`src/hw/rtl/i2cw_pkg.sv`:
```
`default_nettype none

package i2cw_pkg;

  // Reset value of the acknowledge timeout register
  localparam logic [7:0] ACK_TIMEOUT_RESET = 8'd10;
  // Cleared bit 0 of an address byte marks a write
  localparam logic [7:0] ADDR_WRITE_MASK   = 8'hfe;
  // Saturation value of the acknowledge wait counter
  localparam logic [7:0] WAIT_MAX          = 8'hff;
  // Number of data bits in one byte
  localparam logic [3:0] BITS_PER_BYTE     = 4'd8;

  // Input item operations
  localparam logic OP_TICK = 1'b0;
  localparam logic OP_LOAD = 1'b1;

  // Bus sequencer phases
  typedef enum logic [3:0] {
    PH_IDLE,
    PH_HOLD,
    PH_START1,
    PH_START2,
    PH_START3,
    PH_BIT_LOW,
    PH_BIT_HIGH,
    PH_ACK_LOW,
    PH_ACK_POLL,
    PH_ACK_END,
    PH_STOP1,
    PH_STOP2
  } phase_t;

  // One result item
  typedef struct packed {
    logic scl;
    logic sda_out;
    logic ready_res;
    logic ack_valid;
    logic ack_ok;
  } res_t;

endpackage

`default_nettype wire

```
`src/hw/rtl/i2cw_if.sv`:
```
`default_nettype none

// Input item channel
interface i2cw_in_if;
  logic       valid;
  logic       ready;
  logic       op;
  logic [7:0] data;
  logic       first;
  logic       last;
  logic       sda_in;

  modport source (output valid, output op, output data, output first, output last,
                  output sda_in, input ready);
  modport sink   (input valid, input op, input data, input first, input last,
                  input sda_in, output ready);
endinterface

// Result item channel
interface i2cw_out_if;
  logic valid;
  logic ready;
  logic scl;
  logic sda_out;
  logic ready_res;
  logic ack_valid;
  logic ack_ok;

  modport source (output valid, output scl, output sda_out, output ready_res,
                  output ack_valid, output ack_ok, input ready);
  modport sink   (input valid, input scl, input sda_out, input ready_res,
                  input ack_valid, input ack_ok, output ready);
endinterface

// Configuration write channel (acknowledge timeout register)
interface i2cw_cfg_if;
  logic       valid;
  logic       ready;
  logic [7:0] data;

  modport source (output valid, output data, input ready);
  modport sink   (input valid, input data, output ready);
endinterface

`default_nettype wire

```
`src/hw/rtl/i2cw_seq.sv`:
```
`default_nettype none

module i2cw_seq (
  input  wire logic            clk,
  input  wire logic            rst_n,
  input  wire logic            cfg_we,
  input  wire logic [7:0]      cfg_data,
  input  wire logic            accept,
  input  wire logic            op,
  input  wire logic [7:0]      data,
  input  wire logic            first,
  input  wire logic            last,
  input  wire logic            sda_in,
  output i2cw_pkg::res_t       res
);

  i2cw_pkg::phase_t phase_r, phase_nxt;
  logic [7:0] shift_r, shift_nxt;
  logic [3:0] bit_idx_r, bit_idx_nxt;
  logic [7:0] wait_r, wait_nxt;
  logic       stop_r, stop_nxt;
  logic       scl_r, scl_nxt;
  logic       sda_r, sda_nxt;
  logic [7:0] timeout_r;
  logic       ack_valid, ack_ok;
  logic [7:0] wait_inc;
  logic       timed_out;
  logic       ready_now;
  logic       cur_bit;

  assign ready_now = (phase_r == i2cw_pkg::PH_IDLE) || (phase_r == i2cw_pkg::PH_HOLD);
  assign wait_inc  = (wait_r == i2cw_pkg::WAIT_MAX) ? wait_r : wait_r + 8'd1;
  assign timed_out = (wait_inc >= timeout_r);
  assign cur_bit   = shift_r[3'd7 - bit_idx_r[2:0]];

  // Next state of the bus sequencer
  always_comb begin
    phase_nxt   = phase_r;
    shift_nxt   = shift_r;
    bit_idx_nxt = bit_idx_r;
    wait_nxt    = wait_r;
    stop_nxt    = stop_r;
    if (op == i2cw_pkg::OP_LOAD) begin
      if (ready_now) begin
        shift_nxt   = first ? (data & i2cw_pkg::ADDR_WRITE_MASK) : data;
        stop_nxt    = last;
        bit_idx_nxt = '0;
        wait_nxt    = '0;
        phase_nxt   = first ? i2cw_pkg::PH_START1 : i2cw_pkg::PH_BIT_LOW;
      end
    end else begin
      unique case (phase_r)
        i2cw_pkg::PH_START1:  phase_nxt = i2cw_pkg::PH_START2;
        i2cw_pkg::PH_START2:  phase_nxt = i2cw_pkg::PH_START3;
        i2cw_pkg::PH_START3:  phase_nxt = i2cw_pkg::PH_BIT_LOW;
        i2cw_pkg::PH_BIT_LOW: phase_nxt = i2cw_pkg::PH_BIT_HIGH;
        i2cw_pkg::PH_BIT_HIGH: begin
          bit_idx_nxt = bit_idx_r + 4'd1;
          phase_nxt   = (bit_idx_nxt >= i2cw_pkg::BITS_PER_BYTE) ?
                        i2cw_pkg::PH_ACK_LOW : i2cw_pkg::PH_BIT_LOW;
        end
        i2cw_pkg::PH_ACK_LOW: begin
          wait_nxt  = '0;
          phase_nxt = i2cw_pkg::PH_ACK_POLL;
        end
        i2cw_pkg::PH_ACK_POLL: begin
          if (!sda_in) begin
            phase_nxt = i2cw_pkg::PH_ACK_END;
          end else begin
            wait_nxt = wait_inc;
            if (timed_out) phase_nxt = i2cw_pkg::PH_ACK_END;
          end
        end
        i2cw_pkg::PH_ACK_END:
          phase_nxt = stop_r ? i2cw_pkg::PH_STOP1 : i2cw_pkg::PH_HOLD;
        i2cw_pkg::PH_STOP1:   phase_nxt = i2cw_pkg::PH_STOP2;
        i2cw_pkg::PH_STOP2: begin
          stop_nxt  = 1'b0;
          phase_nxt = i2cw_pkg::PH_IDLE;
        end
        default: phase_nxt = phase_r;
      endcase
    end
  end

  // Line levels and acknowledge status of this item
  always_comb begin
    scl_nxt   = scl_r;
    sda_nxt   = sda_r;
    ack_valid = 1'b0;
    ack_ok    = 1'b0;
    if (op == i2cw_pkg::OP_TICK) begin
      unique case (phase_r)
        i2cw_pkg::PH_START1:   begin scl_nxt = 1'b1; sda_nxt = 1'b1; end
        i2cw_pkg::PH_START2:   begin scl_nxt = 1'b1; sda_nxt = 1'b0; end
        i2cw_pkg::PH_START3:   begin scl_nxt = 1'b0; sda_nxt = 1'b0; end
        i2cw_pkg::PH_BIT_LOW:  begin scl_nxt = 1'b0; sda_nxt = cur_bit; end
        i2cw_pkg::PH_BIT_HIGH: scl_nxt = 1'b1;
        i2cw_pkg::PH_ACK_LOW:  begin scl_nxt = 1'b0; sda_nxt = 1'b1; end
        i2cw_pkg::PH_ACK_POLL: begin
          scl_nxt = 1'b1;
          sda_nxt = 1'b1;
          if (!sda_in) begin
            ack_valid = 1'b1;
            ack_ok    = 1'b1;
          end else if (timed_out) begin
            ack_valid = 1'b1;
          end
        end
        i2cw_pkg::PH_ACK_END:  begin scl_nxt = 1'b0; sda_nxt = !stop_r; end
        i2cw_pkg::PH_STOP1:    begin scl_nxt = 1'b1; sda_nxt = 1'b0; end
        i2cw_pkg::PH_STOP2:    begin scl_nxt = 1'b1; sda_nxt = 1'b1; end
        default: begin
          scl_nxt = scl_r;
          sda_nxt = sda_r;
        end
      endcase
    end
  end

  always_comb begin
    res.scl       = scl_nxt;
    res.sda_out   = sda_nxt;
    res.ready_res = (phase_nxt == i2cw_pkg::PH_IDLE) || (phase_nxt == i2cw_pkg::PH_HOLD);
    res.ack_valid = ack_valid;
    res.ack_ok    = ack_ok;
  end

  // Sequencer registers, advanced once per accepted transaction
  always_ff @(posedge clk) begin
    if (!rst_n) begin
      phase_r   <= i2cw_pkg::PH_IDLE;
      shift_r   <= '0;
      bit_idx_r <= '0;
      wait_r    <= '0;
      stop_r    <= 1'b0;
      scl_r     <= 1'b1;
      sda_r     <= 1'b1;
      timeout_r <= i2cw_pkg::ACK_TIMEOUT_RESET;
    end else begin
      if (cfg_we) timeout_r <= cfg_data;
      if (accept) begin
        phase_r   <= phase_nxt;
        shift_r   <= shift_nxt;
        bit_idx_r <= bit_idx_nxt;
        wait_r    <= wait_nxt;
        stop_r    <= stop_nxt;
        scl_r     <= scl_nxt;
        sda_r     <= sda_nxt;
      end
    end
  end

endmodule

`default_nettype wire

```
`src/hw/rtl/i2cw_out_buf.sv`:
```
`default_nettype none

module i2cw_out_buf (
  input  wire logic            clk,
  input  wire logic            rst_n,
  input  wire logic            in_valid,
  output logic                 in_ready,
  input  wire i2cw_pkg::res_t  in_res,
  output logic                 out_valid,
  input  wire logic            out_ready,
  output i2cw_pkg::res_t       out_res
);

  logic           out_valid_r;
  logic           skid_valid_r;
  i2cw_pkg::res_t out_res_r;
  i2cw_pkg::res_t skid_res_r;
  logic           push;
  logic           out_busy;

  assign in_ready  = !skid_valid_r;
  assign push      = in_valid && in_ready;
  assign out_busy  = out_valid_r && !out_ready;
  assign out_valid = out_valid_r;
  assign out_res   = out_res_r;

  // Output register with one skid entry behind it
  always_ff @(posedge clk) begin
    if (!rst_n) begin
      out_valid_r  <= 1'b0;
      skid_valid_r <= 1'b0;
    end else begin
      if (skid_valid_r) begin
        if (out_ready) begin
          out_valid_r  <= 1'b1;
          skid_valid_r <= 1'b0;
        end
      end else if (push) begin
        if (out_busy) begin
          skid_valid_r <= 1'b1;
        end else begin
          out_valid_r <= 1'b1;
        end
      end else if (out_ready) begin
        out_valid_r <= 1'b0;
      end
    end
  end

  // Payload moves without reset
  always_ff @(posedge clk) begin
    if (skid_valid_r) begin
      if (out_ready) out_res_r <= skid_res_r;
    end else if (push) begin
      if (out_busy) begin
        skid_res_r <= in_res;
      end else begin
        out_res_r <= in_res;
      end
    end
  end

endmodule

`default_nettype wire

```
`src/hw/rtl/i2c_master_byte_writer.sv`:
```
`default_nettype none

// Transmit-only I2C master for write transactions, paced by tick items: each
// tick transaction advances the bus at most one phase, and each load transaction
// hands over a byte while the bus is free (first = address byte with start and
// bit 0 cleared, last = stop after the acknowledge). Every input transaction
// yields exactly one result with the driven SCL/SDA levels, a ready flag for
// the next load, and the acknowledge status on the tick that decides it. The
// sequencer state advances at the accepting edge and the result is captured in
// an output register, with a one-entry skid stage so a new item can be taken
// while a result still waits. The acknowledge timeout register must be written
// by the user through the cfg channel while idle; the block does not enforce it.
module i2c_master_byte_writer (
  input  wire logic clk,
  input  wire logic rst_n,
  i2cw_in_if.sink   in_ch,
  i2cw_out_if.source out_ch,
  i2cw_cfg_if.sink  cfg_ch
);

  i2cw_pkg::res_t seq_res;
  i2cw_pkg::res_t buf_res;
  logic           in_ready;
  logic           accept;

  assign cfg_ch.ready = 1'b1;
  assign in_ch.ready  = in_ready;
  assign accept       = in_ch.valid && in_ready;

  // Bus sequencer
  i2cw_seq u_seq (
    .clk      (clk),
    .rst_n    (rst_n),
    .cfg_we   (cfg_ch.valid),
    .cfg_data (cfg_ch.data),
    .accept   (accept),
    .op       (in_ch.op),
    .data     (in_ch.data),
    .first    (in_ch.first),
    .last     (in_ch.last),
    .sda_in   (in_ch.sda_in),
    .res      (seq_res)
  );

  // Result register and skid stage
  i2cw_out_buf u_out_buf (
    .clk       (clk),
    .rst_n     (rst_n),
    .in_valid  (in_ch.valid),
    .in_ready  (in_ready),
    .in_res    (seq_res),
    .out_valid (out_ch.valid),
    .out_ready (out_ch.ready),
    .out_res   (buf_res)
  );

  assign out_ch.scl       = buf_res.scl;
  assign out_ch.sda_out   = buf_res.sda_out;
  assign out_ch.ready_res = buf_res.ready_res;
  assign out_ch.ack_valid = buf_res.ack_valid;
  assign out_ch.ack_ok    = buf_res.ack_ok;

endmodule

`default_nettype wire

```
`src/flat_wrapper.sv`:
```
// flat-port wrapper written by rule: the top's interface ports become plain ports
module i2c_master_byte_writer_flat 
  (clk, rst_n, in_ch_valid, in_ch_op, in_ch_data, in_ch_first, in_ch_last, in_ch_sda_in, in_ch_ready, out_ch_valid, out_ch_scl, out_ch_sda_out, out_ch_ready_res, out_ch_ack_valid, out_ch_ack_ok, out_ch_ready, cfg_ch_valid, cfg_ch_data, cfg_ch_ready);
  i2cw_in_if in_ch_i ();
  i2cw_out_if out_ch_i ();
  i2cw_cfg_if cfg_ch_i ();
  input  wire logic clk;
  input  wire logic rst_n;
  input wire logic [$bits(in_ch_i.valid)-1:0] in_ch_valid;
  input wire logic [$bits(in_ch_i.op)-1:0] in_ch_op;
  input wire logic [$bits(in_ch_i.data)-1:0] in_ch_data;
  input wire logic [$bits(in_ch_i.first)-1:0] in_ch_first;
  input wire logic [$bits(in_ch_i.last)-1:0] in_ch_last;
  input wire logic [$bits(in_ch_i.sda_in)-1:0] in_ch_sda_in;
  output wire logic [$bits(in_ch_i.ready)-1:0] in_ch_ready;
  output wire logic [$bits(out_ch_i.valid)-1:0] out_ch_valid;
  output wire logic [$bits(out_ch_i.scl)-1:0] out_ch_scl;
  output wire logic [$bits(out_ch_i.sda_out)-1:0] out_ch_sda_out;
  output wire logic [$bits(out_ch_i.ready_res)-1:0] out_ch_ready_res;
  output wire logic [$bits(out_ch_i.ack_valid)-1:0] out_ch_ack_valid;
  output wire logic [$bits(out_ch_i.ack_ok)-1:0] out_ch_ack_ok;
  input wire logic [$bits(out_ch_i.ready)-1:0] out_ch_ready;
  input wire logic [$bits(cfg_ch_i.valid)-1:0] cfg_ch_valid;
  input wire logic [$bits(cfg_ch_i.data)-1:0] cfg_ch_data;
  output wire logic [$bits(cfg_ch_i.ready)-1:0] cfg_ch_ready;
  assign in_ch_i.valid = in_ch_valid;
  assign in_ch_i.op = in_ch_op;
  assign in_ch_i.data = in_ch_data;
  assign in_ch_i.first = in_ch_first;
  assign in_ch_i.last = in_ch_last;
  assign in_ch_i.sda_in = in_ch_sda_in;
  assign in_ch_ready = in_ch_i.ready;
  assign out_ch_valid = out_ch_i.valid;
  assign out_ch_scl = out_ch_i.scl;
  assign out_ch_sda_out = out_ch_i.sda_out;
  assign out_ch_ready_res = out_ch_i.ready_res;
  assign out_ch_ack_valid = out_ch_i.ack_valid;
  assign out_ch_ack_ok = out_ch_i.ack_ok;
  assign out_ch_i.ready = out_ch_ready;
  assign cfg_ch_i.valid = cfg_ch_valid;
  assign cfg_ch_i.data = cfg_ch_data;
  assign cfg_ch_ready = cfg_ch_i.ready;
  i2c_master_byte_writer u_core (.clk(clk), .rst_n(rst_n), .in_ch(in_ch_i), .out_ch(out_ch_i), .cfg_ch(cfg_ch_i));
endmodule
```
`config.mk`:
```
export PLATFORM = sky130hd
export DESIGN_NAME = i2c_master_byte_writer_flat
export DESIGN_NICKNAME = d
export VERILOG_FILES = /design/src/hw/rtl/i2cw_pkg.sv /design/src/hw/rtl/i2cw_if.sv /design/src/hw/rtl/i2cw_seq.sv /design/src/hw/rtl/i2cw_out_buf.sv /design/src/hw/rtl/i2c_master_byte_writer.sv /design/src/flat_wrapper.sv
export SDC_FILE = /design/constraint.sdc
export NUM_CORES = 1
export LEC_CHECK = 0
export BUFFER_PORTS_ARGS = -buffer_cell sky130_fd_sc_hd__buf_2
export CORE_MARGIN = 4
export CORE_UTILIZATION = 40
export DETAILED_ROUTE_END_ITERATION = 12
export GPL_TIMING_DRIVEN = 0
export PLACE_DENSITY = 0.69
export SYNTH_ARGS = -nofsm -noshare
export SYNTH_HDL_FRONTEND = slang
export SYNTH_SLANG_ARGS = --single-unit
```
`constraint.sdc`:
```
create_clock -name clk -period 8.1 [get_ports clk]
set_clock_uncertainty 0.1 [all_clocks]
set_input_delay 0.405 -clock clk [delete_from_list [all_inputs] [get_ports clk]]
set_output_delay 0.405 -clock clk [all_outputs]
set_load 0.1 [all_outputs]
```
==> results summary <==
The count of cells in the finished layout, fillers not included, comes to 435. The number of H-tree levels is 2. The max-cap violation count is 0. The startpoint of the worst-slack reg-to-reg timing path is u_core.u_seq.wait_r[0]. The clock network fraction of design power came out at 29.5%. The HPWL after detailed placement came out at 4651 um.

At the end of routability-driven placement, the weighted congestion stood at 0.9280. The worst min-delay path category is in2reg. The post-cts gate resize count is 0. The initial antenna violation count is 0. Yosys mapped the design onto 65 distinct sky130hd cell types. Measured along the x axis, the die boundary spans 90.69 um. Once the clock tree was built, the setup fixing pass inserted 0 buffers.

Hold repair after CTS inserted 0 buffers. The clock latency on the worst-skew pair came out at 0.30 ns. After detailed routing, the total wire length is 6145 um. The power density relative to cell area is 158.5 nW/um^2. Setup slack closes at 4.673 ns. The flow ran to the end, and the final reports show no timing, DRC or antenna violations. The internal power of the cells is 0.3442 mW. The share of flip-flops with an asynchronous set or reset after synthesis came out at 0%.

The cell area that synthesis handed to floorplanning was 2735 um^2. During I/O placement, the number of pins put on the boundary was 33. The Yosys step of the flow raised 0 warnings. The count of routing violations after the opening detailed-route iteration is 197. The hold violation count in the final report is 0. The total congestion overflow came out at 0. Once placement completed, the tool counted placed cells totaling 428. For the pin with the worst max-slew slack, the measured transition is 0.5715 ns.

The number of instances in the synthesized netlist is 322. The global router's overall resource usage came out at 15.58%. The count of flip-flops with a built-in enable after synthesis is 10. For this run, the leading register cell type out of synthesis is dfxtp_1. TritonCTS built the clock tree. For this design the static power due to leakage is 1.203 nW. The final critical path time including I/O delays and setup came out at 3.427 ns. The startpoint of the lowest-slack hold path is cfg_ch_data[3]. The first global-routing pass estimated 10670 um of wire.

Walking the worst path, the cells encountered are ha_1 -> nand4_1 -> or2_2 -> buf_2 -> nand2_1 -> nand2_1 -> o21ai_0 -> ha_1 -> a211o_1 -> a31oi_1 -> o32ai_1 -> o311a_1 -> mux2_2. In this run the clock root is driven by a clkbuf_8. The max-slew violation count is 0. The placeable core area came out at 6495 um^2. In the final timing run, aggregate negative setup slack is 0 ns.

The nature of the critical path endpoint is a register. The critical path starts at u_core.u_seq.wait_r[0]. The combinational share of power came out at 18.1%.

Summing internal, switching and leakage power gives 0.4857 mW. The post-layout net count came out at 393. The final setup violation count is 0. The number of clock sinks came out at 47. STA classifies the critical path startpoint as a register. The mean instance size in the synthesized netlist came out at 8.494 um^2.

The DRC violation count after routing came out at 0. The critical path data arrival time came out at 3.39 ns. Measured against its own limit, the worst slew margin works out to 61.90%. The post-route cell area came out at 3064 um^2. The required time at the worst-slack endpoint is 8.06 ns. The row count is 29.

The largest voltage drop on the vdd net is 0.07913 mV. On the worst path, the slowest cell contributes a delay of 0.42 ns. The vias per cell is 5.448. The floorplan step set the die height to 90.69 um. The count of vias placed by the detailed router came out at 2370. The switching power total came out at 0.1415 mW.

The initial core utilization is 42.11%. The final worst-path cycle share is 42.31%. The sequential group share of total power is 52.4%. The number of buffers on the longest clock path came out at 2. The count of nets left with antenna violations once routing finished came out at 0. The share of the Yosys chip area taken by registers is 38.06%. The share of cells above drive strength 1 is 18.16%. The average wire per cell in the routed design came out at 14.13 um. The die outline area came out at 8225 um^2. The pre-CTS worst setup slack came out at 4.706 ns.

Setup repair after global routing left no endpoint under its margin. The number of antenna diodes in the final layout is 0. Counting every net in the synthesized netlist gives 357. The area growth from synthesis to layout is 12.03%. The switching fraction of total power came out at 29.13%. The maximum number of pins on one net before global-route repair is 14. The layout filler cell count is 674. The clock transition at the registers of the reported paths came out at 0.09 ns. The number of clock buffers inserted by TritonCTS is 5. The setup path with the least slack is of type reg2reg. The synthesized design contains 47 register bits. The total cell area at the placement stage is 2977 um^2. The fmax is 291.8 MHz. The number of detailed-routing iterations run before antenna repair is 4.

The largest fanout on the critical path came out at 7. The number of buffers added on ports came out at 29. The slowest stage of the critical path is the dfxtp_1 cell. The via count of the first global-routing pass came out at 2220.
-- Yosys cell counts (all sizes together) (2+ instances only) --
cell type	n	area share, %
o22a	2	0.64
nor3	4	1.3
nand2	42	5.9
nor2b	5	1.1
or2	2	0.46
nand3b	3	0.82
a211oi	5	1.6
nor4b	2	1.2
or3b	2	0.64
ha	10	4.6
o21ai	16	3.1
nand2b	4	0.91
clkbuf	9	1.3
xor2	2	0.64
o21a	3	0.82
nor3b	2	0.55
a211o	2	0.64
a22oi	2	0.55
and3	4	0.91
a21oi	24	4.4
and2	3	0.69
a31oi	6	1.4
buf	13	2.7
inv	20	2.7
xnor2	3	0.96
mux2i	9	3.3
edfxtp	10	11
nand3	9	1.6
a21o	3	0.82
o22ai	3	0.69
o211ai	5	1.4
or3	2	0.46
a221oi	2	0.64
nand4	5	1.1
mux2	5	2.1
dfxtp	37	27
o311ai	2	0.64
and3b	2	0.64
nor2	25	3.4
-- cells by family after synthesis --
logic type,synth area share [%]
buf+inv,6.770
compound gates,19.90
other cells,0.1371
fa+ha+maj,4.575
simple gates,22.78
xor+xnor,1.601
flops,38.06
mux,6.176
-- final timing paths --
check | cells past startpoint | endpoint | slack [ns]
setup / recovery | 13 | u_core.u_out_buf.out_res[1] | 4.67
hold / removal | 3 | u_core.u_seq.timeout_r[3] | 0.22
hold reg to reg | 2 | u_core.u_seq.shift_r[3] | 0.36
setup reg to reg | 13 | u_core.u_out_buf.out_res[1] | 4.67
-- through the flow --
stage | hold slack [ns] | utilization [%]
2_1_floorplan | 0.3316 | -
3_3_place_gp | 0.3406 | 45.83
3_5_place_dp | 0.3442 | 45.83
4_1_cts | 0.2220 | 47.18
5_1_grt | 0.2416 | 47.18
6_report | 0.2244 | 47.18
-- sequential cells by signal (all words and copies together) (netlist names) --
register and cells:
u_core.u_seq.timeout_r 8, u_core.u_seq.sda_r 1, u_core.u_out_buf.out_valid 1, u_core.u_seq.phase_r 4, u_core.u_seq.scl_r 1, u_core.u_seq.stop_r 1, u_core.u_seq.shift_r 8, u_core.u_seq.bit_idx_r 4
u_core.u_out_buf.out_res 5, u_core.u_out_buf.skid_res_r 5, u_core.u_seq.wait_r 8, u_core.u_out_buf.skid_valid_r 1
-- power groups by stage --
stage | Clock (mW) | Combinational, mW | Sequential, mW
after floorplan | 0 | 0.0486 | 0.278
after global placement | 0 | 0.0868 | 0.260
after detailed placement | 0 | 0.0879 | 0.260
after CTS | 0.147 | 0.0882 | 0.255
after global routing | 0.155 | 0.0965 | 0.256
final | 0.143 | 0.0880 | 0.254
-- layout by cell type (no fill, tap or decap), drive strengths merged, types with 6 or more instances in the layout --
cell / instances
nand3: 9
o21ai: 16
nor2: 25
a21oi: 24
mux2i: 9
edfxtp: 10
nand2: 42
dfxtp: 37
a31oi: 6
clkbuf: 15
buf: 42
ha: 10
inv: 20
-- worst max-delay path: cells and delay by family, from the launching register on --
family	cells	cell delay [ns]
buffers and inverters	1	0.16
muxes	1	0.27
AOI/OAI and AO/OA	5	1.05
and+or+nand+nor	4	0.59
DFF	1	0.42
adders and majority gates	2	0.60
-- area by class of cell --
type	count	area, um^2	share of cell area, %
Tap cell	77	96.34	3.144
Multi-Input combinational cell	233	1509	49.24
Buffer	22	110.1	3.593
Timing Repair Buffer	29	145.1	4.737
Clock inverter	1	5.005	0.1633
Clock buffer	6	82.58	2.695
Sequential cell	47	1041	33.97
Inverter	20	75.07	2.450
-- routing by layer --
metal  routed length [um]  part of all wire, %  GRT usage (%)
met1                 3153                   51          22.39
met2                 2635                   43          23.78
met3                  265                  4.3          2.250
met4                   91                  1.5          5.230
met5                    0                    0              0
No activity file was read; power rests on OpenSTA's default activity.
